### src/design/atb_pkg.sv
// shared types and constants for the adc to temperature converter
package atb_pkg;

   // default sizes
   localparam int TABLE_DEPTH_DEF = 256;
   localparam int SAMPLE_BITS_DEF = 10;
   localparam int FRAC_BITS_DEF   = 4;

   // fixed field widths
   localparam int TEMP_BITS     = 17;
   localparam int STATUS_BITS   = 2;
   localparam int BASE_BITS     = 8;
   localparam int STEP_BITS     = 4;
   localparam int CSR_ADDR_BITS = 4;
   localparam int CSR_DATA_BITS = 32;
   localparam int REG_IDX_BITS  = 2;

   // register reset values
   localparam int BASE_RESET = -50;
   localparam int STEP_RESET = 1;
   localparam int USED_RESET = 171;

   // register indexes
   localparam logic [REG_IDX_BITS-1:0] REG_BASE = 2'd0;
   localparam logic [REG_IDX_BITS-1:0] REG_STEP = 2'd1;
   localparam logic [REG_IDX_BITS-1:0] REG_USED = 2'd2;

   // request kinds
   localparam logic OP_WRITE   = 1'b0;
   localparam logic OP_CONVERT = 1'b1;

   // result status codes
   localparam logic [STATUS_BITS-1:0] STATUS_IN_TABLE = 2'd0;
   localparam logic [STATUS_BITS-1:0] STATUS_COLD     = 2'd1;
   localparam logic [STATUS_BITS-1:0] STATUS_HOT      = 2'd2;

   // conversion sequencer
   typedef enum logic [2:0] {
      ST_IDLE,
      ST_CHK0,
      ST_CHKN,
      ST_SEARCH,
      ST_BRACKET,
      ST_DIV,
      ST_TEMP
   } atb_state_type;

endpackage

### src/design/atb_code_ram.sv
// calibration code table, one write and one registered read port
module atb_code_ram #(
   parameter int DEPTH     = atb_pkg::TABLE_DEPTH_DEF,
   parameter int DATA_BITS = atb_pkg::SAMPLE_BITS_DEF,
   localparam int ADDR_BITS = $clog2(DEPTH)
) (
   input  logic                 clock,
   input  logic                 wr_en,
   input  logic [ADDR_BITS-1:0] wr_addr,
   input  logic [DATA_BITS-1:0] wr_data,
   input  logic [ADDR_BITS-1:0] rd_addr,
   output logic [DATA_BITS-1:0] rd_data
);

   logic [DATA_BITS-1:0] mem [DEPTH];
   logic [DATA_BITS-1:0] rd_data_ff;

   always_ff @(posedge clock) begin
      if (wr_en) begin
         mem[wr_addr] <= wr_data;
      end
   end

   always_ff @(posedge clock) begin
      rd_data_ff <= mem[rd_addr];
   end

   assign rd_data = rd_data_ff;

endmodule

### src/design/adc_to_temperature_bsearch.sv
// adc code to temperature converter: table search, interpolation and csr block
// sequence: a write transaction completes at acceptance; a convert reads the first entry
//   (saturated cold), then the last used entry (saturated hot), else binary searches the
//   table and, when interpolating, runs a divide of FRAC_BITS + 5 quotient bits
// throughput: one transaction at a time; the search does one table read per cycle and
//   the interpolation divide retires one quotient bit per cycle on the shared subtractor
// reset: synchronous active high; clears the sequencer, the result slot and the csrs;
//   the code table is not cleared and needs no clearing pass
module adc_to_temperature_bsearch #(
   parameter int TABLE_DEPTH = atb_pkg::TABLE_DEPTH_DEF,
   parameter int SAMPLE_BITS = atb_pkg::SAMPLE_BITS_DEF,
   parameter int FRAC_BITS   = atb_pkg::FRAC_BITS_DEF,
   localparam int IDX_BITS      = $clog2(TABLE_DEPTH),
   localparam int REQ_DATA_BITS = ((IDX_BITS + 2 * SAMPLE_BITS + 7) / 8) * 8,
   localparam int RSP_DATA_BITS = ((atb_pkg::TEMP_BITS + 7) / 8) * 8
) (
   input  logic                               clock,
   input  logic                               reset,
   // request channel
   input  logic                               req_tvalid,
   output logic                               req_tready,
   input  logic [REQ_DATA_BITS-1:0]           req_tdata,  // entry_index, entry_value, sample
   input  logic [0:0]                         req_tuser,  // op
   // result channel
   output logic                               rsp_tvalid,
   input  logic                               rsp_tready,
   output logic [RSP_DATA_BITS-1:0]           rsp_tdata,  // temperature_q
   output logic [atb_pkg::STATUS_BITS-1:0]    rsp_tuser,  // status
   // csr port
   input  logic                               csr_psel,
   input  logic                               csr_penable,
   input  logic                               csr_pwrite,
   input  logic [atb_pkg::CSR_ADDR_BITS-1:0]  csr_paddr,
   input  logic [atb_pkg::CSR_DATA_BITS-1:0]  csr_pwdata,
   output logic [atb_pkg::CSR_DATA_BITS-1:0]  csr_prdata,
   output logic                               csr_pready
);
   import atb_pkg::*;

   localparam int CNT_BITS   = $clog2(TABLE_DEPTH + 1);
   localparam int Q_BITS     = FRAC_BITS + 5;               // quotient bits of the divide
   localparam int NUM_BITS   = SAMPLE_BITS + STEP_BITS + FRAC_BITS;
   localparam int D_BITS     = NUM_BITS + 2;                // rounded dividend
   localparam int ALU_BITS   = SAMPLE_BITS + 2;
   localparam int QCNT_BITS  = $clog2(Q_BITS);
   localparam int T_RAW_BITS = IDX_BITS + FRAC_BITS + 7;
   localparam int T_BITS     = (T_RAW_BITS > TEMP_BITS) ? T_RAW_BITS : TEMP_BITS;

   // ---------------------------------------------------------------------------
   // request fields
   // ---------------------------------------------------------------------------
   logic [IDX_BITS-1:0]    in_index;
   logic [SAMPLE_BITS-1:0] in_value;
   logic [SAMPLE_BITS-1:0] in_sample;
   logic                   in_op;
   logic                   req_accept;

   assign in_index  = req_tdata[IDX_BITS-1:0];
   assign in_value  = req_tdata[IDX_BITS +: SAMPLE_BITS];
   assign in_sample = req_tdata[IDX_BITS + SAMPLE_BITS +: SAMPLE_BITS];
   assign in_op     = req_tuser[0];
   assign req_accept = req_tvalid && req_tready;

   // ---------------------------------------------------------------------------
   // csr registers
   // ---------------------------------------------------------------------------
   logic signed [BASE_BITS-1:0] base_ff, base_in;
   logic [STEP_BITS-1:0]        step_ff, step_in;
   logic [CNT_BITS-1:0]         used_ff, used_in;
   logic                        csr_wr;
   logic [REG_IDX_BITS-1:0]     csr_idx;

   assign csr_pready = 1'b1;
   assign csr_wr     = csr_psel && csr_penable && csr_pwrite && csr_pready;
   assign csr_idx    = csr_paddr[CSR_ADDR_BITS-1:2];

   always_comb begin
      base_in = base_ff;
      step_in = step_ff;
      used_in = used_ff;
      if (csr_wr) begin
         case (csr_idx)
            REG_BASE: base_in = csr_pwdata[BASE_BITS-1:0];
            REG_STEP: step_in = csr_pwdata[STEP_BITS-1:0];
            REG_USED: used_in = csr_pwdata[CNT_BITS-1:0];
            default:  ;  // unmapped address, write dropped
         endcase
      end
   end

   always_comb begin
      case (csr_idx)
         REG_BASE: csr_prdata = CSR_DATA_BITS'(base_ff);
         REG_STEP: csr_prdata = CSR_DATA_BITS'(step_ff);
         REG_USED: csr_prdata = CSR_DATA_BITS'(used_ff);
         default:  csr_prdata = '0;
      endcase
   end

   always_ff @(posedge clock) begin
      if (reset) begin
         base_ff <= BASE_BITS'(BASE_RESET);
         step_ff <= STEP_BITS'(STEP_RESET);
         used_ff <= CNT_BITS'(USED_RESET);
      end else begin
         base_ff <= base_in;
         step_ff <= step_in;
         used_ff <= used_in;
      end
   end

   // ---------------------------------------------------------------------------
   // sequencer and datapath registers
   // ---------------------------------------------------------------------------
   atb_state_type state_ff, state_in;

   logic [SAMPLE_BITS-1:0] sample_ff, sample_in;
   logic [IDX_BITS-1:0]    last_ff, last_in;     // index of the last used entry
   logic [IDX_BITS-1:0]    top_ff, top_in;       // colder bracket end
   logic [IDX_BITS-1:0]    bot_ff, bot_in;       // hotter bracket end
   logic [IDX_BITS-1:0]    mid_ff, mid_in;       // index being read
   logic [SAMPLE_BITS-1:0] ct_ff, ct_in;         // code at top
   logic [SAMPLE_BITS-1:0] cb_ff, cb_in;         // code at bot
   logic [IDX_BITS-1:0]    k_ff, k_in;           // entry whose temperature is the base
   logic [STATUS_BITS-1:0] status_ff, status_in;
   logic [SAMPLE_BITS:0]   rem_ff, rem_in;       // divide remainder
   logic [SAMPLE_BITS:0]   dvs_ff, dvs_in;       // divisor, twice the bracket span
   logic [Q_BITS-1:0]      quo_ff, quo_in;       // dividend low bits, then the fraction
   logic [QCNT_BITS-1:0]   qcnt_ff, qcnt_in;
   logic                   rsp_valid_ff, rsp_valid_in;
   logic [TEMP_BITS-1:0]   rsp_temp_ff, rsp_temp_in;
   logic [STATUS_BITS-1:0] rsp_status_ff, rsp_status_in;

   logic                   rsp_free;
   assign rsp_free = !rsp_valid_ff || rsp_tready;

   // ---------------------------------------------------------------------------
   // table memory
   // ---------------------------------------------------------------------------
   logic                   mem_we;
   logic [IDX_BITS-1:0]    rd_addr;
   logic [SAMPLE_BITS-1:0] rd_data;

   atb_code_ram #(
      .DEPTH     (TABLE_DEPTH),
      .DATA_BITS (SAMPLE_BITS)
   ) u_code_ram (
      .clock   (clock),
      .wr_en   (mem_we),
      .wr_addr (in_index),
      .wr_data (in_value),
      .rd_addr (rd_addr),
      .rd_data (rd_data)
   );

   // ---------------------------------------------------------------------------
   // shared subtractor: sample against table code during the search,
   // partial remainder against divisor during the divide
   // ---------------------------------------------------------------------------
   logic [ALU_BITS-1:0] alu_a, alu_b;
   logic [ALU_BITS:0]   alu_diff;
   logic                alu_borrow;
   logic                alu_zero;

   always_comb begin
      if (state_ff == ST_DIV) begin
         alu_a = {rem_ff, quo_ff[Q_BITS-1]};
         alu_b = {1'b0, dvs_ff};
      end else begin
         alu_a = {2'b00, sample_ff};
         alu_b = {2'b00, rd_data};
      end
   end

   assign alu_diff   = {1'b0, alu_a} - {1'b0, alu_b};
   assign alu_borrow = alu_diff[ALU_BITS];
   assign alu_zero   = (alu_diff == '0);

   // ---------------------------------------------------------------------------
   // search bracket update and next probe index
   // ---------------------------------------------------------------------------
   logic [IDX_BITS-1:0] nx_top, nx_bot, nx_mid, nx_gap;
   logic [IDX_BITS:0]   nx_sum;
   logic                nx_wide;

   always_comb begin
      case (state_ff)
         ST_CHKN: begin
            nx_top = '0;
            nx_bot = last_ff;
         end
         ST_SEARCH: begin
            // codes fall with temperature: sample below the code moves toward hot
            if (alu_borrow) begin
               nx_top = mid_ff;
               nx_bot = bot_ff;
            end else begin
               nx_top = top_ff;
               nx_bot = mid_ff;
            end
         end
         default: begin
            nx_top = top_ff;
            nx_bot = bot_ff;
         end
      endcase
   end

   assign nx_sum  = {1'b0, nx_top} + {1'b0, nx_bot};
   assign nx_mid  = nx_sum[IDX_BITS:1];
   assign nx_gap  = nx_bot - nx_top;
   assign nx_wide = (nx_gap > IDX_BITS'(1));

   // clamp of the used entry count to the table
   logic [IDX_BITS-1:0] n_last;

   always_comb begin
      if (used_ff < CNT_BITS'(2)) begin
         n_last = IDX_BITS'(1);
      end else if (used_ff > CNT_BITS'(TABLE_DEPTH)) begin
         n_last = IDX_BITS'(TABLE_DEPTH - 1);
      end else begin
         n_last = IDX_BITS'(used_ff - CNT_BITS'(1));
      end
   end

   // ---------------------------------------------------------------------------
   // bracket decision and divide setup
   // frac = (2 * num + den) / (2 * den), num = (ct - s) * step << FRAC_BITS
   // ---------------------------------------------------------------------------
   logic                   br_top_end, br_bot_end, br_interp;
   logic [SAMPLE_BITS-1:0] dif_ts, den;
   logic [NUM_BITS-1:0]    num;
   logic [D_BITS-1:0]      dividend;

   assign br_top_end = (sample_ff >= ct_ff) || (ct_ff <= cb_ff);
   assign br_bot_end = (sample_ff <= cb_ff);
   assign br_interp  = !br_top_end && !br_bot_end;

   assign dif_ts   = ct_ff - sample_ff;
   assign den      = ct_ff - cb_ff;
   assign num      = (NUM_BITS'(dif_ts) * NUM_BITS'(step_ff)) << FRAC_BITS;
   assign dividend = D_BITS'({num, 1'b0}) + D_BITS'(den);

   // ---------------------------------------------------------------------------
   // final temperature: (base + k * step) << FRAC_BITS plus the fraction
   // ---------------------------------------------------------------------------
   logic signed [T_BITS-1:0] t_base, t_k, t_step, t_frac, t_sum;
   logic [TEMP_BITS-1:0]     temp_q;

   assign t_base = T_BITS'(base_ff);
   assign t_k    = signed'(T_BITS'(k_ff));
   assign t_step = signed'(T_BITS'(step_ff));
   assign t_frac = signed'(T_BITS'(quo_ff));
   assign t_sum  = ((t_base + t_k * t_step) <<< FRAC_BITS) + t_frac;
   assign temp_q = t_sum[TEMP_BITS-1:0];

   // ---------------------------------------------------------------------------
   // next state
   // ---------------------------------------------------------------------------
   always_comb begin
      state_in = state_ff;
      case (state_ff)
         ST_IDLE: begin
            if (req_accept && in_op == OP_CONVERT) begin
               state_in = ST_CHK0;
            end
         end
         ST_CHK0: begin
            // sample above the first code saturates cold
            state_in = (!alu_borrow && !alu_zero) ? ST_TEMP : ST_CHKN;
         end
         ST_CHKN: begin
            if (alu_borrow) begin
               state_in = ST_TEMP;
            end else if (nx_wide) begin
               state_in = ST_SEARCH;
            end else begin
               state_in = ST_BRACKET;
            end
         end
         ST_SEARCH: begin
            if (alu_zero) begin
               state_in = ST_TEMP;
            end else if (nx_wide) begin
               state_in = ST_SEARCH;
            end else begin
               state_in = ST_BRACKET;
            end
         end
         ST_BRACKET: begin
            state_in = br_interp ? ST_DIV : ST_TEMP;
         end
         ST_DIV: begin
            if (qcnt_ff == '0) begin
               state_in = ST_TEMP;
            end
         end
         ST_TEMP: begin
            if (rsp_free) begin
               state_in = ST_IDLE;
            end
         end
         default: state_in = ST_IDLE;
      endcase
   end

   // ---------------------------------------------------------------------------
   // sequencer outputs
   // ---------------------------------------------------------------------------
   always_comb begin
      req_tready = (state_ff == ST_IDLE);
      mem_we     = req_accept && (in_op == OP_WRITE)
                   && (CNT_BITS'(in_index) < CNT_BITS'(TABLE_DEPTH));
      case (state_ff)
         ST_IDLE:   rd_addr = '0;
         ST_CHK0:   rd_addr = last_ff;
         ST_CHKN:   rd_addr = nx_mid;
         ST_SEARCH: rd_addr = nx_mid;
         default:   rd_addr = mid_ff;
      endcase
   end

   // ---------------------------------------------------------------------------
   // datapath next values
   // ---------------------------------------------------------------------------
   always_comb begin
      sample_in     = sample_ff;
      last_in       = last_ff;
      top_in        = top_ff;
      bot_in        = bot_ff;
      mid_in        = mid_ff;
      ct_in         = ct_ff;
      cb_in         = cb_ff;
      k_in          = k_ff;
      status_in     = status_ff;
      rem_in        = rem_ff;
      dvs_in        = dvs_ff;
      quo_in        = quo_ff;
      qcnt_in       = qcnt_ff;
      rsp_temp_in   = rsp_temp_ff;
      rsp_status_in = rsp_status_ff;

      case (state_ff)
         ST_IDLE: begin
            if (req_accept) begin
               sample_in = in_sample;
               last_in   = n_last;
               quo_in    = '0;
               status_in = STATUS_IN_TABLE;
            end
         end
         ST_CHK0: begin
            ct_in = rd_data;
            k_in  = '0;
            if (!alu_borrow && !alu_zero) begin
               status_in = STATUS_COLD;
            end
         end
         ST_CHKN: begin
            cb_in  = rd_data;
            top_in = nx_top;
            bot_in = nx_bot;
            mid_in = nx_mid;
            if (alu_borrow) begin
               k_in      = last_ff;
               status_in = STATUS_HOT;
            end
         end
         ST_SEARCH: begin
            top_in = nx_top;
            bot_in = nx_bot;
            mid_in = nx_mid;
            if (alu_zero) begin
               k_in = mid_ff;       // exact hit
            end else if (alu_borrow) begin
               ct_in = rd_data;
            end else begin
               cb_in = rd_data;
            end
         end
         ST_BRACKET: begin
            if (br_top_end) begin
               k_in = top_ff;
            end else if (br_bot_end) begin
               k_in = bot_ff;
            end else begin
               k_in    = top_ff;
               rem_in  = dividend[D_BITS-1:Q_BITS];
               quo_in  = dividend[Q_BITS-1:0];
               dvs_in  = {den, 1'b0};
               qcnt_in = QCNT_BITS'(Q_BITS - 1);
            end
         end
         ST_DIV: begin
            // restoring step, quotient bit shifts in behind the dividend bits
            rem_in  = alu_borrow ? alu_a[SAMPLE_BITS:0] : alu_diff[SAMPLE_BITS:0];
            quo_in  = {quo_ff[Q_BITS-2:0], !alu_borrow};
            qcnt_in = qcnt_ff - QCNT_BITS'(1);
         end
         ST_TEMP: begin
            if (rsp_free) begin
               rsp_temp_in   = temp_q;
               rsp_status_in = status_ff;
            end
         end
         default: ;
      endcase
   end

   always_comb begin
      if (state_ff == ST_TEMP && rsp_free) begin
         rsp_valid_in = 1'b1;
      end else if (rsp_tready) begin
         rsp_valid_in = 1'b0;
      end else begin
         rsp_valid_in = rsp_valid_ff;
      end
   end

   // control state
   always_ff @(posedge clock) begin
      if (reset) begin
         state_ff     <= ST_IDLE;
         rsp_valid_ff <= 1'b0;
      end else begin
         state_ff     <= state_in;
         rsp_valid_ff <= rsp_valid_in;
      end
   end

   // payload state
   always_ff @(posedge clock) begin
      sample_ff     <= sample_in;
      last_ff       <= last_in;
      top_ff        <= top_in;
      bot_ff        <= bot_in;
      mid_ff        <= mid_in;
      ct_ff         <= ct_in;
      cb_ff         <= cb_in;
      k_ff          <= k_in;
      status_ff     <= status_in;
      rem_ff        <= rem_in;
      dvs_ff        <= dvs_in;
      quo_ff        <= quo_in;
      qcnt_ff       <= qcnt_in;
      rsp_temp_ff   <= rsp_temp_in;
      rsp_status_ff <= rsp_status_in;
   end

   // result channel
   assign rsp_tvalid = rsp_valid_ff;
   assign rsp_tdata  = RSP_DATA_BITS'(rsp_temp_ff);
   assign rsp_tuser  = rsp_status_ff;

`ifndef SYNTHESIS
   // probe index lies strictly inside the bracket
   a_search_order: assert property (@(posedge clock) disable iff (reset)
      (state_ff == ST_SEARCH) |-> ((top_ff < mid_ff) && (mid_ff < bot_ff)))
      else $error("search probe outside bracket");

   // the search ends on adjacent entries
   a_bracket_adjacent: assert property (@(posedge clock) disable iff (reset)
      (state_ff == ST_BRACKET) |-> (bot_ff == top_ff + IDX_BITS'(1)))
      else $error("bracket not adjacent");

   // partial remainder stays below the divisor
   a_div_rem: assert property (@(posedge clock) disable iff (reset)
      (state_ff == ST_DIV) |-> (rem_ff < dvs_ff))
      else $error("divide remainder out of range");

   // a finished conversion lands in the result slot and frees the block
   a_handoff: assert property (@(posedge clock) disable iff (reset)
      (state_ff == ST_TEMP && rsp_free) |=> (rsp_valid_ff && state_ff == ST_IDLE))
      else $error("result handoff lost");
`endif

endmodule

### config.mk
export PLATFORM = sky130hd
export DESIGN_NAME = adc_to_temperature_bsearch
export DESIGN_NICKNAME = d
export VERILOG_FILES = /design/src/design/atb_pkg.sv /design/src/design/atb_code_ram.sv /design/src/design/adc_to_temperature_bsearch.sv
export SDC_FILE = /design/constraint.sdc
export NUM_CORES = 2
export LEC_CHECK = 0
export ABC_AREA = 1
export BUFFER_PORTS_ARGS = -buffer_cell sky130_fd_sc_hd__buf_2
export CAP_MARGIN = 5
export CORE_MARGIN = 3
export CORE_UTILIZATION = 40
export DETAILED_ROUTE_END_ITERATION = 8
export SLEW_MARGIN = 20
export SYNTH_ARGS = -nofsm -noshare
export SYNTH_HDL_FRONTEND = slang
export SYNTH_SLANG_ARGS = --single-unit
export TNS_END_PERCENT = 1
### constraint.sdc
create_clock -name clock -period 14.8 [get_ports clock]
set_input_delay 2.22 -clock clock [delete_from_list [all_inputs] [get_ports clock]]
set_output_delay 2.22 -clock clock [all_outputs]
set_load 0.1 [all_outputs]
Word-level counts from Yosys, hierarchy flattened
Memories as Yosys holds them, arrays and structs flattened. A register that Yosys moved wholly into a read port is not among the register bits. Index checks and enable logic that the tools add are counted. W data, S select, Z words.

Register bits: 150. Memory bits (writable): 2560. Input bits: 76. Output and inout port bits: 61. Memories: 1.

$add $sub $neg: 10. $mul: 2. $lt $le $gt $ge: 6. Eq/ne operators: 20. Mux-type cells: 48. Bitwise operators: 3. Reduce and logical (&&, ||, !) cells: 41.

Memories: u_code_ram.mem (words 256, bits a word 10, rd ports 1, clocked after memory_dff 1, wr ports 1, line atb_code_ram.sv:15) `logic [DATA_BITS-1:0] mem [DEPTH];`.

Operators with widths (number): $pmux W32 S3 (1); $mux W8 (7); $mux W11 (4); $mux W10 (4); $pmux W10 S2 (2); $pmux W8 S2 (2); $pmux W8 S4 (1); $mux W9 (3); $pmux W9 S3 (1); $pmux W8 S3 (1); $pmux W11 S2 (1); $mux W3 (7); $pmux W3 S7 (1); $add A19 B10 Y20 (1); $le A10 B10 Y1 (2); $sub A10 B10 Y10 (2); $ne A2 B2 Y1 const B (9); $reduce_and A3 Y1 (6); $add A17 B10 Y17 (1); $mul A10 B4 Y14 (1); $add A8 B13 Y13 (1); $logic_not A13 Y1 (1); $sub A12 B12 Y13 (1); $mul A8 B4 Y12 (1); other kinds (33) (69).

Longest topological paths before layout
Word-level depth: 10. Mapped depth: 43.

By module
From an unflattened synthesis, not the netlist that was laid out.

Cell total of the unflattened synthesis: 10289. Area total of the unflattened synthesis: 116525.5 um^2.

Modules (own cells, without submodules): atb_code_ram (times used 1, cells each 8656, area an instance 103718.2 um^2, sequential area each 77073.9 um^2); adc_to_temperature_bsearch (times used 1, cells each 1633, area an instance 12807.3 um^2, sequential area each 4254.1 um^2).

Worst setup path before layout
OpenSTA, ideal clock, no wires.

Path kind: input port to output port. Start: input port csr_paddr[3] (netlist name). End: output port csr_prdata[10] (netlist name). Arrival: 5.122 ns. Required time: 12.580 ns. Setup slack: 7.458 ns. Stages: 4. Path buffers: 1. Path through: nor2_1 inv_1 nor2_1 buf_4.

Cells in the longest elaborated chain, start to end: 2. Elaborated cells between the ends (all ways): 4.

Ends and longest elaborated chain: start: declaration (line adc_to_temperature_bsearch.sv:33) `input logic [atb_pkg::CSR_ADDR_BITS-1:0] csr_paddr,`; $eq A2 B2 Y1 (tied with other cells) (line adc_to_temperature_bsearch.sv:92) `case (csr_idx)`; $pmux W32 S3 * (line adc_to_temperature_bsearch.sv:92); end: declaration (line adc_to_temperature_bsearch.sv:35) `output logic [atb_pkg::CSR_DATA_BITS-1:0] csr_prdata,`.

Every way passes the cells marked *; elsewhere a longest branch is shown, timed or not.

Worst setup path after layout
Start: register state_ff[2]. End: register u_code_ram.rd_data_ff[2], in the netlist u_code_ram.rd_data[2] (read register of u_code_ram.mem).

Cells in the longest elaborated chain, start to end: 7. Elaborated cells between the ends (all ways): 15.

Ends and longest elaborated chain: start: declaration (line adc_to_temperature_bsearch.sv:115) `atb_state_type state_ff, state_in;`; start signal: assignment (line adc_to_temperature_bsearch.sv:427) `state_ff <= state_in;`; $eq A3 B3 Y1 (line adc_to_temperature_bsearch.sv:166) `if (state_ff == ST_DIV) begin`; $mux W12 / $mux W11 (equally long branches) (line adc_to_temperature_bsearch.sv:166); $sub A12 B12 Y13 (line adc_to_temperature_bsearch.sv:175) `assign alu_diff = {1'b0, alu_a} - {1'b0, alu_b};`; $mux W8 (line adc_to_temperature_bsearch.sv:194) `if (alu_borrow) begin`; $pmux W8 S2 * (line adc_to_temperature_bsearch.sv:187) `case (state_ff)`; named net nx_bot[2] (line adc_to_temperature_bsearch.sv:182) `logic [IDX_BITS-1:0] nx_top, nx_bot, nx_mid, nx_gap;`; $add A8 B8 Y9 * (line adc_to_temperature_bsearch.sv:209) `assign nx_sum = {1'b0, nx_top} + {1'b0, nx_bot};`; $pmux W8 S3 * (line adc_to_temperature_bsearch.sv:315) `case (state_ff)`; end: declaration (line atb_code_ram.sv:16) `logic [DATA_BITS-1:0] rd_data_ff;`.

Mark *: on every way through the listed nets, which the timed path passes. The rest lies on a longest branch. A chain may end at the register's enable or synchronous reset.

==> impl_metrics.py <==
metrics = {
    "logic_synthesis": {
        "synth.avg_cell_area_um2": 11.5,
        "synth-edff-count": 2685,
        "synth.distinct_cells": 56,
        "mappedNetlistArea_um2": 119000,
        "yosys_warnings": 0,
        "async_flop_share_pct": 0,
        "yosysSeqAreaShare_pct": 68.5,
        "synth_flop_cell": "edfxtp_1",
        "synth_cells": 10300,
        "ys_seq_elements": 2720,
    },
    "global_routing": {
        "grt_max_degree": 197,
        "grt_pass1_wl_um": 464000,
        "grt_pass1_vias": 73900,
        "grt_antenna_before_repair": 15,
        "overflow": 0,
        "grtUsageTotal_pct": 20.0,
    },
    "cells_and_area": {
        "final_common_cell": "edfxtp_1",
        "final_cell_area_um2": 132000,
        "final_cells": 14300,
        "area_growth_syn_to_layout_pct": 10.8,
        "drive_gt1_share_pct": 6.40,
        "layout_common_cells": "2685 x edfxtp_1, 1804 x nand2_1, 1083 x inv_1, 1012 x nor2_1, 689 x nand3_1",
        "fin_nets": 10300,
    },
    "power": {
        "power_density_nw_per_um2": 189,
        "peakVddDrop_mv": 0.244,
        "power_leakage_nw": 47.5,
    },
    "clock_tree": {
        "hold_buffers": 0,
        "post_cts_resized": 0,
        "htreeDepth": 5,
        "clock_latency_ns": 0.89,
        "path_clk_slew_ns": 0.06,
        "cts_tree": "yes",
        "postCtsSetupRepairBufs": 0,
        "cts-root-buf": "clkbuf_16",
        "clk_path_buf_depth": 4,
        "cts_made_buffers": 299,
        "cts.sinks": 2720,
    },
    "placement": {
        "preCtsSetupSlack_ns": 5.46,
        "io_buffer_count": 99,
        "dp.cells": 13700,
        "dp_hpwl_um": 176000,
        "dpl_cell_area_um2": 122000,
        "place_congestion": 0.882,
    },
    "timing": {
        "slew_violations": 0,
        "finClkSkew_ns": 0.0861,
        "hold_viol": 0,
        "slew_headroom_pct": 25.0,
        "rsz0062_at_grt": "false",
        "fin_setup_tns_ns": 0,
        "tightest_slew_ns": 1.12,
        "period_share_pct": 63.7,
        "fmax_mhz": 106,
        "setup_viol": 0,
        "min_period_ns": 9.43,
        "setup_ws_ns": 5.37,
    },
    "worst_setup_path": {
        "critPathArrivalTime_ns": 10.19,
        "setup.worst_path.start_class": "register",
        "cp_max_fo": 120,
        "critPathMaxStageDelay_ns": 0.93,
        "cp_data_required_time_ns": 15.56,
        "cpMaxStageDelayCell": "nand2_8",
        "path_class": "register to register",
        "cp-end-kind": "register",
    },
    "route": {
        "drt-wirelength-per-cell_um": 21.9,
        "detail-route-antenna-nets": 0,
        "drc_errors": 0,
        "drtIter0Drc": 7781,
        "vias": 77100,
        "wl_um": 312000,
        "vias_per_cell": 5.41,
        "drt_pass1_iterations": 6,
    },
    "min_path": {
        "min_path_type": "register to register",
    },
    "job": {
        "maxCapViolCount": 0,
    },
    "floorplanning": {
        "die-width_um": 551,
        "pin_count": 137,
        "core_um2": 295000,
        "die_h_um": 551,
        "die_area_um2": 303000,
        "num_rows": 199,
        "initial_utilization_pct": 40.3,
    },
    "run_status": {
        "outcome": "finished, final reports clean",
    },
}
cell type report:
class	instances	area (µm²)
fillers	26400	163000
flip-flops and latches	2720	81300
multi-input cells	5798	30400
repair buffers	196	1590
inverters	1093	4120
clock buffers	373	7910
clock inverters	146	1270
well taps	3919	4900
diodes	7	17.5
kinds of logic after synthesis:
group | Yosys count | share of synthesized area [%]
simple gates | 3839 | 13.8
flops | 2720 | 68.5
buf+inv | 1777 | 6.02
compound gates | 1721 | 9.33
fa+ha+maj | 149 | 1.78
xor+xnor | 72 | 0.537
mux | 9 | 0.0759
other cells | 2 | 0.00632
worst paths after layout:
| check | from | end | slack, ns | cells after the start |
|---|---|---|---|---|
| setup / recovery | state_ff[2] | u_code_ram.rd_data[2] | 5.37 | 37 |
| hold / removal | status_ff[1] | rsp_tuser[1] | 0.44 | 0 |
| setup reg to reg | state_ff[2] | u_code_ram.rd_data[2] | 5.37 | 37 |
| hold reg to reg | status_ff[1] | rsp_tuser[1] | 0.44 | 0 |
cells in the mapped netlist (35+ instances only):
cell      instances  area [µm²]
o21ai_1          83         415
dfxtp_1          35         701
inv_1          1083        4070
buf_4            43         323
nor2_1         1027        3850
a211oi_1        643        4830
a31oi_1         454        2840
nand2_1        1820        6830
ha_1            115        1440
o21ai_0         178         891
clkbuf_1        415        1560
edfxtp_1       2685       80600
o211ai_1         54         405
nand3_1         689        3450
buf_2           135         676
a21oi_1         260        1300
nand3b_1        208        1560
and3_1           36         225
xor2_1           48         420
buf_1            72         270
flip-flops by register name, summed over array words and instances, names as in the netlist, 9 cells and up:
register and cells:
cb_ff 10, rsp_temp_ff 17, sample_ff 10, rem_ff 11, u_code_ram.mem 2560, quo_ff 9, u_code_ram.rd_data 10, ct_ff 10
used_ff 9, dvs_ff 10
power breakdown:
group	leakage [nW]	total, W	switching, W	internal [W]
Clock	4.49	0.00709	0.00300	0.00409
Combinational	18.5	0.00908	0.00651	0.00257
Sequential	24.4	0.00876	0.000114	0.00864
layer usage:
layer | track usage [%] | vias to the layer above | wire (µm)
met5 | 0 | - | 39
met4 | 6.42 | 6 | 9620
met3 | 3.89 | 506 | 25700
met2 | 32.0 | 2828 | 145000
met1 | 27.5 | 37700 | 132000
li1 | - | 36000 | -
through the flow:
stage	hold slack (ns)	util, %	power, W
after floorplan	0.400	-	0.0149
after detailed placement	0.428	41.5	0.0179
after global routing	0.451	44.7	0.0262
after CTS	0.448	44.6	0.0250
final	0.445	44.7	0.0249
after global placement	0.428	41.5	0.0178
worst max-delay path, delay by kind of cell (launching register included):
kind	cells	cell delay, ns
buf+inv	10	2.81
simple gates	20	3.99
compound gates	4	0.93
flops	1	0.54
fa+ha+maj	3	0.98
(Power assumes the default switching activity.)
